==> config.mk <==
export PLATFORM = sky130hd
export DESIGN_NAME = lmc_count
export DESIGN_NICKNAME = d
export VERILOG_FILES = /design/src/hdl/lmc_pkg.sv /design/src/hdl/lmc_count.sv
export SDC_FILE = /design/constraint.sdc
export NUM_CORES = 1
export LEC_CHECK = 0
export BUFFER_PORTS_ARGS = -buffer_cell sky130_fd_sc_hd__buf_2
export CORE_MARGIN = 2
export CORE_UTILIZATION = 45
export DETAILED_ROUTE_END_ITERATION = 6
export PLACE_DENSITY = 0.67
export REMOVE_ABC_BUFFERS = 1
export SYNTH_ARGS = -nofsm -noshare
export SYNTH_HDL_FRONTEND = slang
export SYNTH_SLANG_ARGS = --single-unit
export TNS_END_PERCENT = 50
==> constraint.sdc <==
create_clock -name clk -period 2.4 [get_ports clk]
set_input_delay 0.72 -clock clk [delete_from_list [all_inputs] [get_ports clk]]
set_output_delay 0.72 -clock clk [all_outputs]
set_load 0.02 [all_outputs]
==> src/hdl/lmc_pkg.sv <==
// Shared types and constants for the 3x3 local maximum counter.
package lmc_pkg;

  localparam int PIX_W       = 32;
  localparam int COUNT_W     = 26;
  localparam int OUT_TDATA_W = 32;
  localparam int ROWS_W      = 16;
  localparam int COLS_W      = 11;
  localparam int CFG_IDX_W   = 8;
  localparam int CFG_DATA_W  = 16;

  localparam logic [COUNT_W-1:0] COUNT_MAX = {COUNT_W{1'b1}};

  // Register indexes on the configuration port
  typedef enum logic [CFG_IDX_W-1:0] {
    REG_FRAME_ROWS = 8'd0,
    REG_FRAME_COLS = 8'd1
  } cfg_reg_t;

  // Position flags that travel with each pixel down the pipeline
  typedef struct packed {
    logic row_ge2;    // at least two rows above in this frame
    logic col_ge2;    // at least two columns to the left
    logic frame_end;  // last pixel of the frame
  } item_tag_t;

endpackage

==> src/hdl/lmc_count.sv <==
// Running peak count per frame and output register.
module lmc_count (
  input  logic                              clk,
  input  logic                              rst_n,
  input  logic                              cfg_clr,
  input  logic                              s2_valid,
  input  lmc_pkg::item_tag_t                s2_tag,
  input  logic                              peak,
  output logic                              stall,
  output logic                              out_valid,
  input  logic                              out_ready,
  output logic [lmc_pkg::COUNT_W-1:0]       out_count
);
  import lmc_pkg::*;

  logic [COUNT_W-1:0] count_r, count_nxt;
  logic [COUNT_W-1:0] out_count_r;
  logic               out_valid_r;
  logic               hit, en;

  // Hold the pipeline only when a frame result meets a full output register
  assign stall = s2_valid & s2_tag.frame_end & out_valid_r & ~out_ready;
  assign en    = ~stall;
  assign hit   = peak & s2_tag.row_ge2 & s2_tag.col_ge2;

  always_comb begin
    count_nxt = count_r;
    if (hit && count_r != COUNT_MAX) count_nxt = count_r + COUNT_W'(1);
  end

  always_ff @(posedge clk) begin
    if (!rst_n || cfg_clr) begin
      count_r <= '0;
    end else if (en && s2_valid) begin
      count_r <= s2_tag.frame_end ? '0 : count_nxt;
    end
  end

  always_ff @(posedge clk) begin
    if (!rst_n) begin
      out_valid_r <= 1'b0;
    end else if (en && s2_valid && s2_tag.frame_end) begin
      out_valid_r <= 1'b1;
    end else if (out_ready) begin
      out_valid_r <= 1'b0;
    end
  end

  always_ff @(posedge clk) begin
    if (en && s2_valid && s2_tag.frame_end) out_count_r <= count_nxt;
  end

  assign out_valid = out_valid_r;
  assign out_count = out_count_r;

endmodule

==> summary.txt <==
Clocking
  – Maximum root-to-sink buffer count: 2
  – Root Buffer Master: clkbuf_8
  – CTS H-tree lvls: 2
  – Clock Latency Late Sink: 0.31 ns
  – CTS buffer count: 5
  – Post_cts resized: 0
  – Hold-fix buffers at CTS: 0
  – Setup repair bufs after CTS: 0
  – Clock-pin slew on the worst setup and hold paths: 0.09 ns
  – CTS sink cnt: 53
  – CTS tree: built

Worst setup path
  – Setup crit end kind: register
  – CP cell instances: ha_1 -> nand3_1 -> or4_4 -> o2111ai_4 -> nor2_1 -> a221o_1
  – Setup Crit Path Kind: reg -> reg
  – Crit-path max FO: 16
  – Critical path data required time: 2.60 ns
  – FF-to-FF setup slack: 0.15 ns
  – Slowest Stage Delay on Critical Path: 0.64 ns
  – Worst setup SP type: register
  – Critical path arrival: 2.45 ns
  – CP max-delay cell: or4_4
  – FF-to-FF path depth: 6

Timing
  – Actual slew at the worst max-slew pin: 0.409 ns
  – Unrepaired setup endpoints after global routing: false
  – Max Slew Vio Count: 0
  – Clock skew: 0.00572 ns
  – Final min period: 2.25 ns
  – Final Hold Vio Count: 0
  – Crit share post-route: 93.8%
  – Total negative slack: 0 ns
  – Final Setup Violations: 0
  – Worst slew margin: 72.4%
  – Fmax achieved: 0.444 GHz

Die
  – Die width: 82.4 um
  – Row count: 28
  – Die Ht: 82.4 um
  – DIE AREA: 0.00678 mm2
  – Top-Level Pins: 37
  – Core area: 0.00592 mm2
  – Starting Density: 46.7%

Drt
  – Via count: 2374
  – DRT Pass-1 Iters: 4
  – Drt drc: 0
  – ANT nets after route: 0
  – Routed len/inst: 15.5 um
  – DR vias/cell: 5.80
  – Final wirelength: 6.36 mm
  – Initial DRC count: 162

Yosys
  – Area leader, netlist: edfxtp_1
  – Netlist cell types: 51
  – Top-area cell type share of the netlist area: 28.2%
  – Register area share after synthesis: 47.8%
  – Syn Area/Cell: 9.91 um2
  – Synth Register Bits: 53
  – Synthesized cell area: 0.00276 mm2
  – Top post-synthesis cells by area: edfxtp_1 (28%), dfxtp_1 (20%), xnor2_1 (5.4%)
  – Ys Warns: 0
  – Cells after synthesis: 279

Final layout
  – Fillers: 541
  – Layout cells sized above 1: 24.0%
  – Diode count: 0
  – Layout area overhead: 17.8%
  – Post-route cell area: 0.00326 mm2
  – Final nets: 343

Power and ir drop
  – VDD IR-drop max: 0.000206 V
  – Pwr/cell area: 486 mW/mm2
  – P_leak: 1.20 nW

Hold path
  – Min-Delay Path Class: reg -> reg
  – Hold path depth: 1

Global route
  – Global Route Usage Sum: 20.2%
  – Vias in the first global route: 2162
  – Pin count of the biggest net entering global routing: 23
  – Total gr overflow: 0
  – First-pass GRT wire length: 10.4 mm
  – Initial antenna violation count: 0

Place
  – Port Buf Inserts: 36
  – Final HPWL DP: 4.54 mm
  – Placed Instance Area: 0.00316 mm2
  – GP Congestion: 0.850

Job
  – Max_cap viols: 0

Outcome
  – Run status: finished clean
## final cells by class
| cell class | instances | area [um2] | share of cell area (%) |
|---|---|---|---|
| clock buffer | 8 | 80.1 | 2.46 |
| inverter | 11 | 41.3 | 1.27 |
| multi-input combinational | 199 | 1320 | 40.7 |
| sequential | 53 | 1320 | 40.6 |
| tap | 75 | 93.8 | 2.88 |
| timing repair buffer | 63 | 395 | 12.1 |
## routing by layer
metal  track usage (%)  share of wire (%)  up-vias
li1                  -                  -     1164
met1              27.3                 45     1125
met2              32.8                 50       78
met3              3.37                4.8        7
met4              6.67                1.0        0
met5                 0                  0        -
## report_power, final
group	switching [mW]	total [mW]	leakage, nW	internal [mW]
combinational	0.0815	0.119	0.707	0.0378
clock	0.288	0.497	0.0395	0.208
sequential	0.00447	0.968	0.457	0.963
## sequential cells by signal (all words and copies together), names as in the netlist
name	flops
count_r	26
out_count	26
out_valid	1
## cells by family after synthesis
logic type | Yosys count | synth area share, %
fa+ha+maj | 1 | 0.453
flops | 53 | 47.8
compound gates | 73 | 19.4
buf+inv | 27 | 4.39
simple gates | 99 | 19.5
xor+xnor | 23 | 7.29
mux | 3 | 1.13
## critical path: cells and delay by family (launching register included)
family                     cells  cell delay [ns]
and+or+nand+nor                3             0.87
adders and majority gates      1             0.20
DFF                            1             0.40
AOI/OAI and AO/OA              2             0.67
## layout by cell type (no fill, tap or decap), types with 13 or more instances in the layout
master	netlist	layout
nand2_1	28	28
a21oi_1	13	13
buf_2	4	36
dfxtp_1	27	27
edfxtp_1	26	26
buf_4	0	26
nor2_1	22	21
a31oi_1	14	14
xnor2_1	17	17
## final timing paths
check	from	endpoint
hold reg to reg	count_r[19]	count_r[19]
hold / removal	count_r[19]	count_r[19]
setup reg to reg	count_r[1]	count_r[23]
setup / recovery	count_r[1]	count_r[23]
## cell usage after synthesis, drive strengths merged
cell type and n:
nand2b 3, o2111a 1, a311oi 1, a31oi 14, nand2 28, or4 3
nor4 3, o221ai 3, and2 2, and4 3, a311o 1, nor2b 3
nor3 1, a21boi 1, nand3b 1, mux2i 2, clkbuf 10, or3 5
dfxtp 27, a41oi 5, nand4b 1, and3 4, edfxtp 26, ha 1
o21a 1, inv 11, o21ai 12, nand3 7, a21o 1, o211a 4
xnor2 17, nand4 13, nor2 22, a21oi 13, o22ai 1, buf 6
a31o 2, o31ai 4, o2111ai 3, xor2 6, mux2 1, a221o 1
o211ai 5
## through the flow
step	power (mW)	util, %	instances	hold slack, ns	setup WS [ns]
after floorplan	1.05	-	263	0.470	0.0926
after global placement	1.11	53.4	399	0.498	0.165
after detailed placement	1.11	53.4	399	0.497	0.0597
after CTS	1.60	54.7	407	0.519	0.0362
after global routing	1.64	55.0	409	0.545	0.00512
final	1.58	55.0	409	0.526	0.148
No activity file was read; power rests on OpenSTA's default activity.
