### src/hdl/lmc_pkg.sv
// Shared types and constants for the 3x3 local maximum counter.
package lmc_pkg;

  localparam int PIX_W       = 32;
  localparam int COUNT_W     = 26;
  localparam int OUT_TDATA_W = 32;
  localparam int ROWS_W      = 16;
  localparam int COLS_W      = 11;
  localparam int CFG_IDX_W   = 8;
  localparam int CFG_DATA_W  = 16;

  localparam logic [COUNT_W-1:0] COUNT_MAX = {COUNT_W{1'b1}};

  // Register indexes on the configuration port
  typedef enum logic [CFG_IDX_W-1:0] {
    REG_FRAME_ROWS = 8'd0,
    REG_FRAME_COLS = 8'd1
  } cfg_reg_t;

  // Position flags that travel with each pixel down the pipeline
  typedef struct packed {
    logic row_ge2;    // at least two rows above in this frame
    logic col_ge2;    // at least two columns to the left
    logic frame_end;  // last pixel of the frame
  } item_tag_t;

endpackage

### src/hdl/lmc_window.sv
// 3x3 window shift register and strict local maximum test.
module lmc_window (
  input  logic                          clk,
  input  logic                          rst_n,
  input  logic                          en,
  input  logic                          s1_valid,
  input  lmc_pkg::item_tag_t            s1_tag,
  input  logic [lmc_pkg::PIX_W-1:0]     s1_px,
  input  logic [lmc_pkg::PIX_W-1:0]     upper_q,
  input  logic [lmc_pkg::PIX_W-1:0]     mid_q,
  output logic                          s2_valid,
  output lmc_pkg::item_tag_t            s2_tag,
  output logic                          peak
);
  import lmc_pkg::*;

  // win_r[row][col]: row 0 oldest, col 2 newest
  logic signed [PIX_W-1:0] win_r [3][3];
  logic                    s2_valid_r;
  item_tag_t               s2_tag_r;
  logic [8:0]              gt;

  always_ff @(posedge clk) begin
    if (!rst_n) begin
      s2_valid_r <= 1'b0;
    end else if (en) begin
      s2_valid_r <= s1_valid;
    end
  end

  // Shift in the new column
  always_ff @(posedge clk) begin
    if (en && s1_valid) begin
      for (int r = 0; r < 3; r++) begin
        win_r[r][0] <= win_r[r][1];
        win_r[r][1] <= win_r[r][2];
      end
      win_r[0][2] <= upper_q;
      win_r[1][2] <= mid_q;
      win_r[2][2] <= s1_px;
      s2_tag_r    <= s1_tag;
    end
  end

  // Centre must beat every neighbor, signed
  always_comb begin
    for (int k = 0; k < 9; k++) begin
      if (k == 4) gt[k] = 1'b1;
      else        gt[k] = (win_r[1][1] > win_r[k / 3][k % 3]);
    end
  end

  assign peak     = &gt;
  assign s2_valid = s2_valid_r;
  assign s2_tag   = s2_tag_r;

endmodule

### config.mk
export PLATFORM = sky130hd
export DESIGN_NAME = lmc_window
export DESIGN_NICKNAME = d
export VERILOG_FILES = /design/src/hdl/lmc_pkg.sv /design/src/hdl/lmc_window.sv
export SDC_FILE = /design/constraint.sdc
export NUM_CORES = 1
export LEC_CHECK = 0
export BUFFER_PORTS_ARGS = -buffer_cell sky130_fd_sc_hd__buf_2
export CORE_MARGIN = 5
export CORE_UTILIZATION = 25
export DETAILED_ROUTE_END_ITERATION = 8
export SYNTH_ARGS = -nofsm -noshare
export SYNTH_HDL_FRONTEND = slang
export SYNTH_SLANG_ARGS = --single-unit
### constraint.sdc
create_clock -name clk -period 10.48 [get_ports clk]
set_input_delay 1.048 -clock clk [delete_from_list [all_inputs] [get_ports clk]]
set_output_delay 1.048 -clock clk [all_outputs]
set_load 0.005 [all_outputs]
==> implementation parameters, run 1 <==
Parameter                              Value

Clock network
  Clock Latency Late Sink    0.53 ns
  H-Tree Level Count    2
  TritonCTS clock tree    done
  Max Root-Sink Buffers    3
  Buffers inserted by post-CTS timing repair    0
  Clock root buffer    clkbuf_16
  Sink count of the clock tree    292
  Total CTS buffers    34
  Clock transition at path regs    0.06 ns
  Number of hold-repair buffers added at the cts stage    0
  PostCTS Resize Cnt    0

Timing
  Peak Freq    182 MHz
  Transition time of the tightest slew-check pin    1.21 ns
  Final setup violating endpoints    0
  Setup repair after global routing missed its margin    false
  Period utilization    52.3%
  Min Tclk post-route    5.48 ns
  Total count of max-transition violations in the final report    0
  Number of endpoints with negative hold slack in the final report    0
  Relative slew slack    18.6%
  Accumulated negative setup slack    0 ns
  Clk_skew    0.0109 ns

Global route
  Met2 GRT Util    18.7%
  Global-route met1 utilization    14.2%
  Most used routing layer    met2
  Remaining Overflow, GRT    0
  Maximum number of pins on one net before global-route repair    165
  First-pass GRT wire length    57000 um
  Overall global routing resource usage    11.0%
  Met3 GRT Util    2.23%
  Via count of the first global-routing pass    9841
  Antenna violations before repair    3

Cells and area
  Area of the multi-input gates    5500 um^2
  Fill cell total of the finished layout    6161
  Final Instance Count excl. Fillers    2158
  Post-layout instance area    17900 um^2
  Ratio of cells with drive above 1 in the final layout    12.1%
  Register area    8760 um^2
  Final #Nets    1708
  Area grow syn2layout    17.7%

Drt
  TritonRoute pass-1 iters    5
  Number of nets with antenna violations after routing    0
  Routed WL per cell    17.2 um
  Total wirelength of the detailed-routed design    37100 um
  Detailed Route Iter0 Violations    468
  Routed via count divided by cell count    4.39
  Count of vias placed by the detailed router    9482
  Residual DRC count    0

Power
  Total leakage power    7.82 nW
  Combinational power share    7.4%
  Switching part of the total    23.0%
  Sequential Power Share    49.1%
  Power share of the clock group    43.5%
  Power density of the placed cells    157 nW/um^2
  Max IR drop VDD    95.3 uV
  P_int    2.17 mW
  Net switching power figure    0.650 mW

Place
  Final RePlAce weighted congestion    0.865
  Half-perimeter wire length of the detailed placement result    28000 um
  Inst Count DP    2095
  # port buffers    107
  Area post-placement    16800 um^2

Critical path
  Required arrival time at the worst endpoint    9.43 ns
  Type of destination of the critical path    primary output
  Startpoint Class    register
  Arr. time, crit path    4.43 ns
  Biggest fanout along the worst timing path    9
  Kind of critical path    reg -> out

Logic synthesis
  Dominant cell type by area after synthesis    edfxtp_1
  Post-Syn Area    15200 um^2
  Fraction of registers with async set/reset    0%
  Synth top area share    57.4%
  Flip-flop and latch count after synthesis    292
  Count of synthesis-stage warnings from yosys    0
  Per-instance average area after synthesis    12.6 um^2
  Sequential cell area fraction in the yosys report    57.5%
  Most numerous cell types in the synthesized netlist    edfxtp_1, inv_1, ha_1, a21oi_1, nand4_1
  Cell types with the largest area share after synthesis    edfxtp_1, ha_1, inv_1, a21oi_1, nand4_1
  Number of distinct library cell variants in the gate-level netlist after synthesis    46
  Number of nets in the synthesized netlist    1563
  Cell count after synthesis    1204
  Post-synth EDFFs    291
  Most common cell in the netlist    edfxtp_1
  Most used flip-flop cell after synthesis    edfxtp_1

Die
  IO Pins    108
  DIE WIDTH    257 um
  Initial core utilization    25.2%
  Core box area    60400 um^2
  Die height    257 um
  Total Die Area    65900 um^2
  Count of standard-cell rows    90

Min path
  Worst min path class    reg -> reg

Flow run
  Number of max-cap violations    0

Run status
  Run status    complete, no violations
[metrics by stage]
stage / utilization (%) / setup WS [ns] / power [mW] / hold WS, ns
detailed placement: 27.8 / 5.48 / 1.62 / 0.432
finish: 29.7 / 5.00 / 2.82 / 0.438
global route: 29.7 / 4.87 / 2.94 / 0.449
floorplan: - / 2.16 / 1.54 / 0.426
global placement: 27.8 / 5.49 / 1.61 / 0.431
CTS: 29.7 / 4.89 / 2.87 / 0.444
[critical path: stages, from the launching register on]
cell       delay [ns]
edfxtp_1         0.60
ha_1             0.41
nand4_1          0.19
nor4_1           1.06
o311a_1          0.41
a2111oi_0        0.08
or4_1            0.46
nor4_2           0.48
buf_2            0.20
[routing by layer]
layer | up-vias | wire length [um]
met5 | - | 21
met4 | 4 | 996
met3 | 54 | 1580
met2 | 172 | 17900
met1 | 4546 | 16600
li1 | 4706 | -
[area by class of cell]
type	instances	share of cell area, %
repair buffers	109	3.14
clock buffers	40	5.23
diodes	1	0.0140
inverters	259	5.42
multi-input cells	653	30.7
clock inverters	22	1.20
flip-flops and latches	292	48.9
well taps	782	5.46
[cells by family after synthesis]
group / count (synthesis) / synth area share [%]
multiplexers: 1 / 0.0658
AND/OR/NAND/NOR: 194 / 6.79
buffers and inverters: 259 / 6.39
AO/OA/AOI/OAI: 202 / 8.19
adder cells (fa/ha/maj): 256 / 21.0
flip-flops: 292 / 57.5
[layout by cell type, fill, tap and decap left out, types with 3 or more instances in the layout]
cell	netlist	routed
a2111o_1	3	3
a2111oi_0	5	5
a211oi_1	6	6
a21o_1	18	18
a21oi_1	98	98
a221oi_1	7	7
buf_2	0	107
bufinv_16	0	4
clkbuf_1	0	3
clkbuf_16	0	37
clkinv_1	0	6
clkinv_2	0	8
edfxtp_1	291	291
ha_1	256	256
inv_1	259	259
nand2_1	55	55
nand2b_1	3	3
nand3_1	17	17
nand4_1	58	58
nor2_1	20	20
nor2b_1	8	8
nor3_1	5	5
nor4_1	11	11
o211ai_1	17	17
o21a_1	6	6
o21ai_0	24	24
or4_1	5	5
[state kept, by name, summed over array words and instances, names as in the netlist]
register  cells
s2_tag        3
s2_valid      1
win_r       288
[power groups by stage]
stage	sequential [mW]	combinational, mW	clock, mW
final	1.39	0.209	1.23
after global routing	1.39	0.241	1.31
after CTS	1.39	0.213	1.27
after detailed placement	1.41	0.211	0
after global placement	1.41	0.202	0
after floorplan	1.40	0.134	0
[worst paths after layout]
path,startpoint,end,slack (ns),depth (start not counted)
setup reg to reg,win_r[0][130],win_r[0][162],9.52,0
hold / removal,win_r[0][246],win_r[0][278],0.44,0
setup / recovery,win_r[0][158],peak,5.00,8
hold reg to reg,win_r[0][246],win_r[0][278],0.44,0
(Power assumes the default switching activity.)
==> run 2, diff against run 1 <==
- clock period: 10.48 -> 4.8 ns (I/O delays scaled with it)
==> implementation parameters, run 2 (same netlist as run 1, synthesis figures left out) <==
Parameter                              Value

Global route
  First-pass GRT wire length    56500 um
  Via count of the first global-routing pass    9890
  Antenna violations before repair    1
  Overall global routing resource usage    10.8%
  Remaining Overflow, GRT    0
  Maximum number of pins on one net before global-route repair    104

Drt
  TritonRoute pass-1 iters    5
  Detailed Route Iter0 Violations    467
  Number of nets with antenna violations after routing    0
  Routed via count divided by cell count    4.45
  Total wirelength of the detailed-routed design    37000 um
  Routed WL per cell    17.2 um
  Residual DRC count    0
  Count of vias placed by the detailed router    9578

Place
  Half-perimeter wire length of the detailed placement result    28500 um
  Inst Count DP    2097
  Worst slack at placement    0.644 ns
  Final RePlAce weighted congestion    0.833
  # port buffers    107

Min path
  Worst hold path depth    1
  Worst min path class    in -> reg

Die
  IO Pins    108
  Core box area    60400 um^2
  Die height    257 um
  Total Die Area    65900 um^2
  Initial core utilization    25.2%
  DIE WIDTH    257 um
  Count of standard-cell rows    90

Clock network
  Total CTS buffers    31
  Number of hold-repair buffers added at the cts stage    0
  Sink count of the clock tree    292
  Max Root-Sink Buffers    3
  Clock transition at path regs    0.06 ns
  Clock Latency Late Sink    0.56 ns
  Buffers inserted by post-CTS timing repair    0
  PostCTS Resize Cnt    0
  Clock root buffer    clkbuf_16
  H-Tree Level Count    1
  TritonCTS clock tree    done

Cells and area
  Register area    8760 um^2
  Fill cell total of the finished layout    6129
  Final Instance Count excl. Fillers    2153
  Final #Nets    1707
  Largest reg by FF count    win_r
  Number of flip-flops in the largest register    288
  Area of the multi-input gates    5500 um^2
  Area grow syn2layout    16.6%
  Most common cell after layout, fill and taps aside    edfxtp_1
  Share of the core filled with cells    29.4%
  Most frequent cells in the layout    edfxtp_1, inv_1, ha_1, buf_2, a21oi_1
  Ratio of cells with drive above 1 in the final layout    11.3%

Timing
  Peak Freq    213 MHz
  Transition time of the tightest slew-check pin    1.01 ns
  Period utilization    97.7%
  Number of endpoints with negative hold slack in the final report    0
  Relative slew slack    31.8%
  Accumulated negative setup slack    0 ns
  Final worst slack    0.111 ns
  Final setup violating endpoints    0
  Total count of max-transition violations in the final report    0
  Setup repair after global routing missed its margin    false
  Min Tclk post-route    4.69 ns
  Clk_skew    0.00536 ns

Critical path
  Kind of critical path    reg -> out
  Startpoint Class    register
  Biggest fanout along the worst timing path    9
  Worst path slowest cell    nor4_1
  Critical path buffers and inverters    1
  CP Cell Sequence    ha_1 > nand4_1 > nor4_1 > o311a_1 > a2111oi_0 > or4_1 > nor4_2 > buf_2
  Logic depth of the worst register-to-register path    0
  Kind of cell adding the most delay to the critical path    simple AND/OR/NAND/NOR gates
  Highest cell delay on the worst timing path    0.90 ns
  Number of cells on the critical path    8
  Arr. time, crit path    4.21 ns
  Required arrival time at the worst endpoint    4.32 ns
  Type of destination of the critical path    primary output

Power
  Total leakage power    7.72 nW
  Max IR drop VDD    204 uV
  Power density of the placed cells    324 nW/um^2

Flow run
  Number of max-cap violations    0

Run status
  Run status    complete, no violations
[run 2: area by class of cell]
cell class / instances / share of cell area (%)
sequential: 292 / 49.4
multi-input combinational: 653 / 31.0
tap: 782 / 5.51
inverter: 259 / 5.48
clock buffer: 39 / 4.54
timing repair buffer: 111 / 3.40
clock inverter: 16 / 0.726
antenna: 1 / 0.0141
[run 2: worst paths after layout]
kind / to / startpoint / slack [ns]
setup / recovery: peak / win_r[0][158] / 0.11
hold / removal: win_r[0][0] / upper_q[0] / 0.09
setup reg to reg: win_r[0][168] / win_r[0][136] / 3.85
hold reg to reg: win_r[0][135] / win_r[0][103] / 0.45
[run 2: routing by layer]
metal | share of wire [%] | global-route usage (%) | routed length (um) | vias up
met5 | 0 | 0 | 0 | -
met1 | 46 | 14.1 | 17100 | 4657
met4 | 2.5 | 3.13 | 940 | 0
met3 | 2.9 | 1.32 | 1060 | 52
li1 | - | - | - | 4708
met2 | 48 | 18.9 | 17900 | 161
[run 2: through the flow]
stage | power (mW) | area, um^2 | hold WS, ns
final | 5.76 | 17700 | 0.0880
after global routing | 6.00 | 17700 | 0.0599
after CTS | 5.83 | 17700 | 0.0545
after detailed placement | 3.55 | 16800 | 0.435
after global placement | 3.53 | 16800 | 0.434
after floorplan | 3.34 | 15200 | 0.426
[run 2: report_power, final]
group          internal, mW  switching, mW  total, mW
Sequential             2.94         0.0851       3.02
Clock                  1.28          0.983       2.27
Combinational         0.187          0.278      0.465
Total                  4.41           1.35       5.76
