<file path="src/hdl/lmc_pkg.sv">
// Shared types and constants for the 3x3 local maximum counter.
package lmc_pkg;

  localparam int PIX_W       = 32;
  localparam int COUNT_W     = 26;
  localparam int OUT_TDATA_W = 32;
  localparam int ROWS_W      = 16;
  localparam int COLS_W      = 11;
  localparam int CFG_IDX_W   = 8;
  localparam int CFG_DATA_W  = 16;

  localparam logic [COUNT_W-1:0] COUNT_MAX = {COUNT_W{1'b1}};

  // Register indexes on the configuration port
  typedef enum logic [CFG_IDX_W-1:0] {
    REG_FRAME_ROWS = 8'd0,
    REG_FRAME_COLS = 8'd1
  } cfg_reg_t;

  // Position flags that travel with each pixel down the pipeline
  typedef struct packed {
    logic row_ge2;    // at least two rows above in this frame
    logic col_ge2;    // at least two columns to the left
    logic frame_end;  // last pixel of the frame
  } item_tag_t;

endpackage

</file>
<file path="src/hdl/lmc_scan.sv">
// Frame geometry registers, raster position counters and input stage.
module lmc_scan #(
  parameter int MAX_COLS = 1024,
  parameter int MAX_ROWS = 65535
) (
  input  logic                              clk,
  input  logic                              rst_n,
  input  logic                              cfg_valid,
  input  logic [lmc_pkg::CFG_IDX_W-1:0]     cfg_index,
  input  logic [lmc_pkg::CFG_DATA_W-1:0]    cfg_data,
  output logic                              cfg_clr,
  input  logic                              accept,
  input  logic                              en,
  input  logic [lmc_pkg::PIX_W-1:0]         pix_in,
  output logic [$clog2(MAX_COLS)-1:0]       rd_addr,
  output logic                              s1_valid,
  output logic [lmc_pkg::PIX_W-1:0]         s1_px,
  output logic [$clog2(MAX_COLS)-1:0]       s1_addr,
  output lmc_pkg::item_tag_t                s1_tag
);
  import lmc_pkg::*;

  localparam int CW = $clog2(MAX_COLS);
  localparam int RW = $clog2(MAX_ROWS);

  logic [CW-1:0] cols_m1_r;
  logic [RW-1:0] rows_m1_r;
  logic [CW-1:0] col_r, col_nxt;
  logic [RW-1:0] row_r, row_nxt;
  logic          wr_rows, wr_cols;
  logic [31:0]   rows_eff, cols_eff;
  logic          col_end, row_end;
  item_tag_t     tag_nxt;

  logic          s1_valid_r;
  logic [PIX_W-1:0] s1_px_r;
  logic [CW-1:0] s1_addr_r;
  item_tag_t     s1_tag_r;

  // Register decode
  always_comb begin
    wr_rows = 1'b0;
    wr_cols = 1'b0;
    unique case (cfg_index)
      REG_FRAME_ROWS: wr_rows = cfg_valid;
      REG_FRAME_COLS: wr_cols = cfg_valid;
      default: ;
    endcase
  end

  assign cfg_clr = wr_rows | wr_cols;

  // Clamp written geometry: zero acts as one, cap at MAX_ROWS and MAX_COLS
  always_comb begin
    rows_eff = 32'(cfg_data[ROWS_W-1:0]);
    if (rows_eff == 32'd0) rows_eff = 32'd1;
    if (rows_eff > 32'(MAX_ROWS)) rows_eff = 32'(MAX_ROWS);
    cols_eff = 32'(cfg_data[COLS_W-1:0]);
    if (cols_eff == 32'd0) cols_eff = 32'd1;
    if (cols_eff > 32'(MAX_COLS)) cols_eff = 32'(MAX_COLS);
  end

  always_ff @(posedge clk) begin
    if (!rst_n) begin
      rows_m1_r <= RW'(2);
      cols_m1_r <= CW'(2);
    end else begin
      if (wr_rows) rows_m1_r <= RW'(rows_eff - 32'd1);
      if (wr_cols) cols_m1_r <= CW'(cols_eff - 32'd1);
    end
  end

  // Raster position
  assign col_end = (col_r == cols_m1_r);
  assign row_end = (row_r == rows_m1_r);

  always_comb begin
    col_nxt = col_end ? '0 : col_r + CW'(1);
    row_nxt = row_r;
    if (col_end) row_nxt = row_end ? '0 : row_r + RW'(1);
    tag_nxt.row_ge2   = (row_r >= RW'(2));
    tag_nxt.col_ge2   = (col_r >= CW'(2));
    tag_nxt.frame_end = col_end & row_end;
  end

  always_ff @(posedge clk) begin
    if (!rst_n || cfg_clr) begin
      col_r <= '0;
      row_r <= '0;
    end else if (accept) begin
      col_r <= col_nxt;
      row_r <= row_nxt;
    end
  end

  assign rd_addr = col_r;

  // Input stage register
  always_ff @(posedge clk) begin
    if (!rst_n) begin
      s1_valid_r <= 1'b0;
    end else if (en) begin
      s1_valid_r <= accept;
    end
  end

  always_ff @(posedge clk) begin
    if (accept) begin
      s1_px_r   <= pix_in;
      s1_addr_r <= col_r;
      s1_tag_r  <= tag_nxt;
    end
  end

  assign s1_valid = s1_valid_r;
  assign s1_px    = s1_px_r;
  assign s1_addr  = s1_addr_r;
  assign s1_tag   = s1_tag_r;

endmodule

</file>
<file path="config.mk">
export PLATFORM = sky130hd
export DESIGN_NAME = lmc_scan
export DESIGN_NICKNAME = d
export VERILOG_FILES = /design/src/hdl/lmc_pkg.sv /design/src/hdl/lmc_scan.sv
export SDC_FILE = /design/constraint.sdc
export NUM_CORES = 1
export LEC_CHECK = 0
export ABC_AREA = 1
export BUFFER_PORTS_ARGS = -buffer_cell sky130_fd_sc_hd__buf_2
export CORE_MARGIN = 5
export CORE_UTILIZATION = 46
export DETAILED_ROUTE_END_ITERATION = 10
export PLACE_DENSITY = 0.73
export SYNTH_ARGS = -nofsm -noshare
export SYNTH_HDL_FRONTEND = slang
export SYNTH_SLANG_ARGS = --single-unit
</file>
<file path="constraint.sdc">
create_clock -name clk -period 1.8 [get_ports clk]
set_input_delay 0.36 -clock clk [delete_from_list [all_inputs] [get_ports clk]]
set_output_delay 0.36 -clock clk [all_outputs]
set_load 0.01 [all_outputs]
</file>
==> results of run 1 <==
## area by class of cell
| class | instances | area share |
|---|---|---|
| multi-input combinational | 394 | 0.340 |
| sequential | 98 | 0.398 |
| timing repair buffer | 163 | 0.160 |
| clock buffer | 9 | 0.0204 |
| inverter | 72 | 0.0454 |
| clock inverter | 7 | 0.00866 |
| tap | 136 | 0.0281 |
## worst max-delay path: cells and delay by family (launching register included)
kind,cells,cell delay (ps)
compound gates,1,70
flops,1,470
buf+inv,2,310
simple gates,5,670
## metal layers
layer,vias to the layer above,wire [um],GRT usage
li1,2222,-,-
met1,2023,5290,0.248
met2,160,5540,0.314
met3,13,879,0.0316
met4,0,184,0.0713
met5,-,0,0
## kinds of logic after synthesis
family	share of synthesized area
adder cells (fa/ha/maj)	0.0154
AO/OA/AOI/OAI	0.0933
AND/OR/NAND/NOR	0.247
buffers and inverters	0.0825
XOR/XNOR	0.0666
flip-flops	0.496
## through the flow
| step | hold WS [ps] | TNS [ps] | instances | setup WS, ps | instance area, sq um |
|---|---|---|---|---|---|
| after CTS | 147 | 0 | 879 | 127 | 6060 |
| after global placement | 486 | -144 | 863 | -42.0 | 5880 |
| after floorplan | 453 | 0 | 585 | 12.2 | 4870 |
| final | 162 | 0 | 879 | 161 | 6070 |
| after detailed placement | 486 | -401 | 863 | -103 | 5880 |
| after global routing | 141 | 0 | 879 | 2.75 | 6070 |
## registers in the layout (all words and copies together), names as in the netlist
register   count
s1_addr       10
rows_m1_r     16
s1_tag         3
cols_m1_r     10
rd_addr       10
row_r         16
s1_valid       1
s1_px         32
## cell usage in the layout, fill, tap and decap left out, types with 2 or more instances in the layout
master / instances
o211ai_1: 5
inv_2: 2
dfxtp_1: 53
o21ai_1: 2
buf_4: 43
buf_12: 3
clkbuf_8: 9
nor2_2: 2
buf_2: 117
a21oi_2: 4
o31ai_1: 2
xor2_1: 28
nand3_1: 33
nor4_1: 7
o41ai_1: 2
a31oi_1: 3
clkinv_4: 3
or2_2: 4
nor3_1: 16
a21oi_1: 33
nand2_2: 9
nor3_2: 2
o21ai_0: 24
nand4_1: 11
nor2_1: 80
nand2_1: 103
ha_1: 5
clkinv_1: 2
edfxtp_1: 45
xnor2_1: 9
inv_1: 69
## synthesized netlist by cell type, drive strengths merged
| master | count |
|---|---|
| inv | 71 |
| o21bai | 2 |
| edfxtp | 45 |
| xnor2 | 9 |
| a31oi | 3 |
| buf | 13 |
| clkinv | 1 |
| o21ai | 26 |
| o41ai | 2 |
| o31ai | 2 |
| nor2 | 82 |
| ha | 6 |
| a311oi | 1 |
| and3 | 1 |
| xor2 | 28 |
| o211ai | 5 |
| nand4 | 11 |
| a21oi | 37 |
| nand3b | 1 |
| nor4 | 7 |
| nor3b | 1 |
| nand2 | 112 |
| a211oi | 1 |
| nor3 | 18 |
| or2 | 4 |
| clkbuf | 8 |
| nand3 | 35 |
| dfxtp | 53 |
## path summary, 6_finish.rpt
kind / end / slack [ps]
worst max register to register: row_r[4] / 160
worst min register to register: rows_m1_r[1] / 500
worst min-delay path: s1_valid / 160
worst max-delay path: row_r[4] / 160
## where the power goes
| part | total, W | leakage [nW] | internal, W | switching, W |
|---|---|---|---|---|
| Combinational | 0.000485 | 1.72 | 0.000208 | 0.000277 |
| Clock | 0.00129 | 0.0868 | 0.000512 | 0.000773 |
| Sequential | 0.00245 | 0.875 | 0.00241 | 0.0000319 |
| Total | 0.00422 | 2.69 | 0.00313 | 0.00108 |
==> metrics.txt, run 1 <==
Seq/Total Area, Yosys 0.496; n_diodes 0; DR DRC count 0; Area Growth Syn to Fin 24.6%; Worst Skew between 20 and 25 ps; Max Cap Violations 0; initial antenna violation count 0; CTS tree yes; Synth area leaders edfxtp_1 (28%), dfxtp_1 (22%), nand2_1 (8.0%), nor2_1 (6.2%), inv_1 (5.3%); Setup Buffers After CTS 0; Max H-tree Level 3; final net count between 800 and 900; slowest cell on the critical path dfxtp_1; post-layout util 0.588; Die Height 113 um; cell row count 37; Global Route Usage Sum 0.189; Syn Area/Cell a little over 8 sq um; Tot Pwr roughly 0.0042 W; area of the multi-input gates approximately 2100 sq um; worst-path fanout max 16; mapped cell area between 4000 and 5000 sq um; mean number of vias per cell 5.03; clk_lat worst skew 370 ps; CP endpoint kind flip-flop; actual slew at the worst max-slew pin 408 ps; clk buf depth 2; Fmax between 600 and 700 MHz; number of max-slew violations in the final report 0; Final Setup Violations 0; post-DP HPWL ~9400 um; worst r2r path cells 8; kind of critical path flip-flop to flip-flop; fillers roughly 920; unrepaired setup endpoints after global routing false; Via Count between 4000 and 5000; leakage power 2.69 nW; Iter 0 DRT Violations approximately 180; top-area cell type share of the netlist area 0.278; worst r2r src rd_addr[4]; Worst Hold Depth 2; Rel. slew slack 0.726; Final period util 0.911; Syn Inst Count just under 600; post-synth top area cell edfxtp_1; total CTS buffers 9; wire length of the first global-routing pass about 20000 um; Ys Warns 0; die area between 10000 and 15000 sq um; Netlist cell types 41; WL final approximately 12000 um; Sink Count 98; CP Launch Point rd_addr[4]; core area ~10000 sq um; Reg area 2410 sq um; outcome finished, final reports clean; first-pass detailed-route iteration total 4; Hold WC Path Type primary input to flip-flop; fin crit period between 1500 and 2000 ps; CP dominant cell by count nand2_1; Worst VDD drop 334 uV; largest net degree at the start of global routing between 40 and 50; Yosys reg bits slightly below 100; cts repair resizes 0; Root Buffer clkbuf_8; DIE WIDTH about 110 um; Final ANT Viol Nets 0; Mapped Nets ~650; number of global-route vias before repair 4237; power density cells 695 nW/um^2; CP Cell Sequence inv_2, nand2_1, nand4_1, nor3_2, nand3_4, buf_4, nand2_1, a21oi_1; Critical Path AT around 1900 ps; CP peak stage delay 470 ps; GPL Wtd Cong between 0.9 and 1; CP Launch Type flip-flop; Starting Density 0.471; fraction of layout instances using a drive strength above 1 0.276; Critical Path RT just over 2000 ps; Final Hold Fails 0; Hold Buf Count CTS 0; IO buf count approximately 120; Overflow after GRT 0; min-delay src en; Clk pin slew, worst setup/hold paths roughly 110 ps; WL/cell between 10 and 15 um; # IOs 118
No activity file was read; power rests on OpenSTA's default activity.
==> inputs of run 2 (changes only) <==
PLACE_DENSITY = 0.7   (was 0.73)
clock period = 1.99 ns   (was 1.8 ns; I/O delays follow)
==> run 2 against run 1 <==
Count of clock-buffer cells in the layout is 1 higher. Utilization is 1.6 points lower. Register-to-register slack better by 80 ps. Sequential power is 9.8% lower. Combinational power is 14% lower. Setup slack better by 77 ps. Clock power is 9% lower. Fmax is 6.4% lower. Critical endpoint is now row_r[8].
==> metrics.txt, run 2 (synthesized netlist as in run 1, its figures left out) <==
outcome finished, final reports clean; initial antenna violation count 0; final net count 788; core area 10300 sq um; fraction of layout instances using a drive strength above 1 0.258; leakage power ~2.6 nW; CTS tree yes; first-pass detailed-route iteration total 5; Hold WC Path Type primary input to flip-flop; # IOs around 120; CP endpoint kind flip-flop; final instance area ~5900 sq um; Sink Count 98; IO buf count 117; WL/cell between 10 and 15 um; Max Cap Violations 0; post-DP HPWL between 9000 and 10000 um; Critical Path AT 2040 ps; placed cell area between 5000 and 6000 sq um; Reg power frac 0.581; Critical Path RT 2270 ps; Final Hold Fails 0; number of max-slew violations in the final report 0; Worst Skew ~14 ps; cts repair resizes 0; Iter 0 DRT Violations ~230; power density cells about 650 nW/um^2; die area 12700 sq um; combinational group share of total power 0.110; Area Growth Syn to Fin 21.3%; Rel. slew slack 0.634; kind of critical path flip-flop to flip-flop; Final Setup Violations 0; Final ANT Viol Nets 0; unrepaired setup endpoints after global routing false; clk buf depth 2; actual slew at the worst max-slew pin ~550 ps; Global Route Usage Sum 0.191; CP Launch Point rd_addr[3]; DIE WIDTH 113 um; Overflow after GRT 0; Fmax 571 MHz; wire length of the first global-routing pass between 20000 and 25000 um; post-layout util 0.572; fraction of power spent switching nets 0.258; clk_lat worst skew between 300 and 400 ps; Reg2Reg Setup Slack 240 ps; total CTS buffers 9; Via Count about 4400; Power Internal roughly 0.0028 W; fin crit period ~1800 ps; commonest non-fill, non-tap cell in the layout buf_2; Setup Buffers After CTS 0; mean number of vias per cell around 5; CP Launch Type flip-flop; Setup TNS Final 0 ps; number of global-route vias before repair about 4200; WHS just under 200 ps; NetSw approximately 0.00098 W; cell row count 37; Root Buffer clkbuf_8; Hold Buf Count CTS 0; Final period util 0.881; fillers ~930; worst r2r path cells 8; Worst VDD drop 332 uV; clock network fraction of total power 0.309; Starting Density 0.471; DR DRC count 0; GPL Wtd Cong slightly below 1; worst-path fanout max 18; Clk pin slew, worst setup/hold paths roughly 100 ps; n_diodes 0; Max H-tree Level 3; WL final roughly 12000 um; Worst Setup EP row_r[8]; largest net degree at the start of global routing 47; leading cell types in the layout, fill and taps excluded buf_2 (117), nand2_1 (104), nor2_1 (80); reg2reg end row_r[8]; max FFs per register 32; worst r2r src rd_addr[3]; Die Height approximately 110 um
[run 2: changes by cell type in the layout (fill, tap and decap cells not counted), moves of 2 or more]
cell      change
clkinv_4      -2
buf_4        -15
clkinv_2      +2
clkinv_1      -2
buf_12        -2
inv_6         +2
[run 2: worst min path at each step]
stage / startpoint / to / slack, ps / depth (start not counted)
floorplan: cols_m1_r[1] / cols_m1_r[1] / 460 / 2
global placement: rows_m1_r[1] / rows_m1_r[1] / 490 / 2
detailed placement: rows_m1_r[1] / rows_m1_r[1] / 490 / 2
CTS: pix_in[10] / s1_px[10] / 180 / 1
global route: pix_in[10] / s1_px[10] / 170 / 1
finish: pix_in[10] / s1_px[10] / 200 / 1
[run 2: layout make-up]
type | instances | area (sq um) | area share
Clock inverter | 6 | 47.5 | 0.00805
Clock buffer | 10 | 128 | 0.0216
Inverter | 72 | 275 | 0.0466
Tap cell | 136 | 170 | 0.0288
Timing Repair Buffer | 146 | 816 | 0.138
Sequential cell | 98 | 2410 | 0.409
Multi-Input combinational cell | 394 | 2050 | 0.348
[run 2: critical path, cell delays in order, from the launching register on]
cell      delay [ps]
dfxtp_1          490
inv_1            150
nand2_1           80
nand4_1          110
nor2_2           190
nand3_4          240
clkinv_4         200
nand2_1           70
a21oi_1          140
[run 2: through the flow]
stage / setup WS, ps / cells / total power (W)
after global placement: 74.4 / 846 / 0.00267
after detailed placement: 5.11 / 846 / 0.00268
after global routing: 55.7 / 862 / 0.00396
after CTS: 225 / 862 / 0.00384
after floorplan: 113 / 585 / 0.00245
final: 238 / 862 / 0.00381
[run 2: metal layers]
metal  share of wire  track usage  vias up
li1                -            -     2195
met1            0.45        0.251     1993
met2            0.46        0.322      175
met3           0.067       0.0337       18
met4           0.019       0.0577        0
met5               0            0        -
[run 2: power groups by stage]
stage	clock, W	sequential (W)	combinational [W]
after floorplan	0	0.00230	0.000151
after global placement	0	0.00226	0.000411
after detailed placement	0	0.00226	0.000420
after CTS	0.00121	0.00221	0.000422
after global routing	0.00128	0.00222	0.000459
final	0.00118	0.00221	0.000418
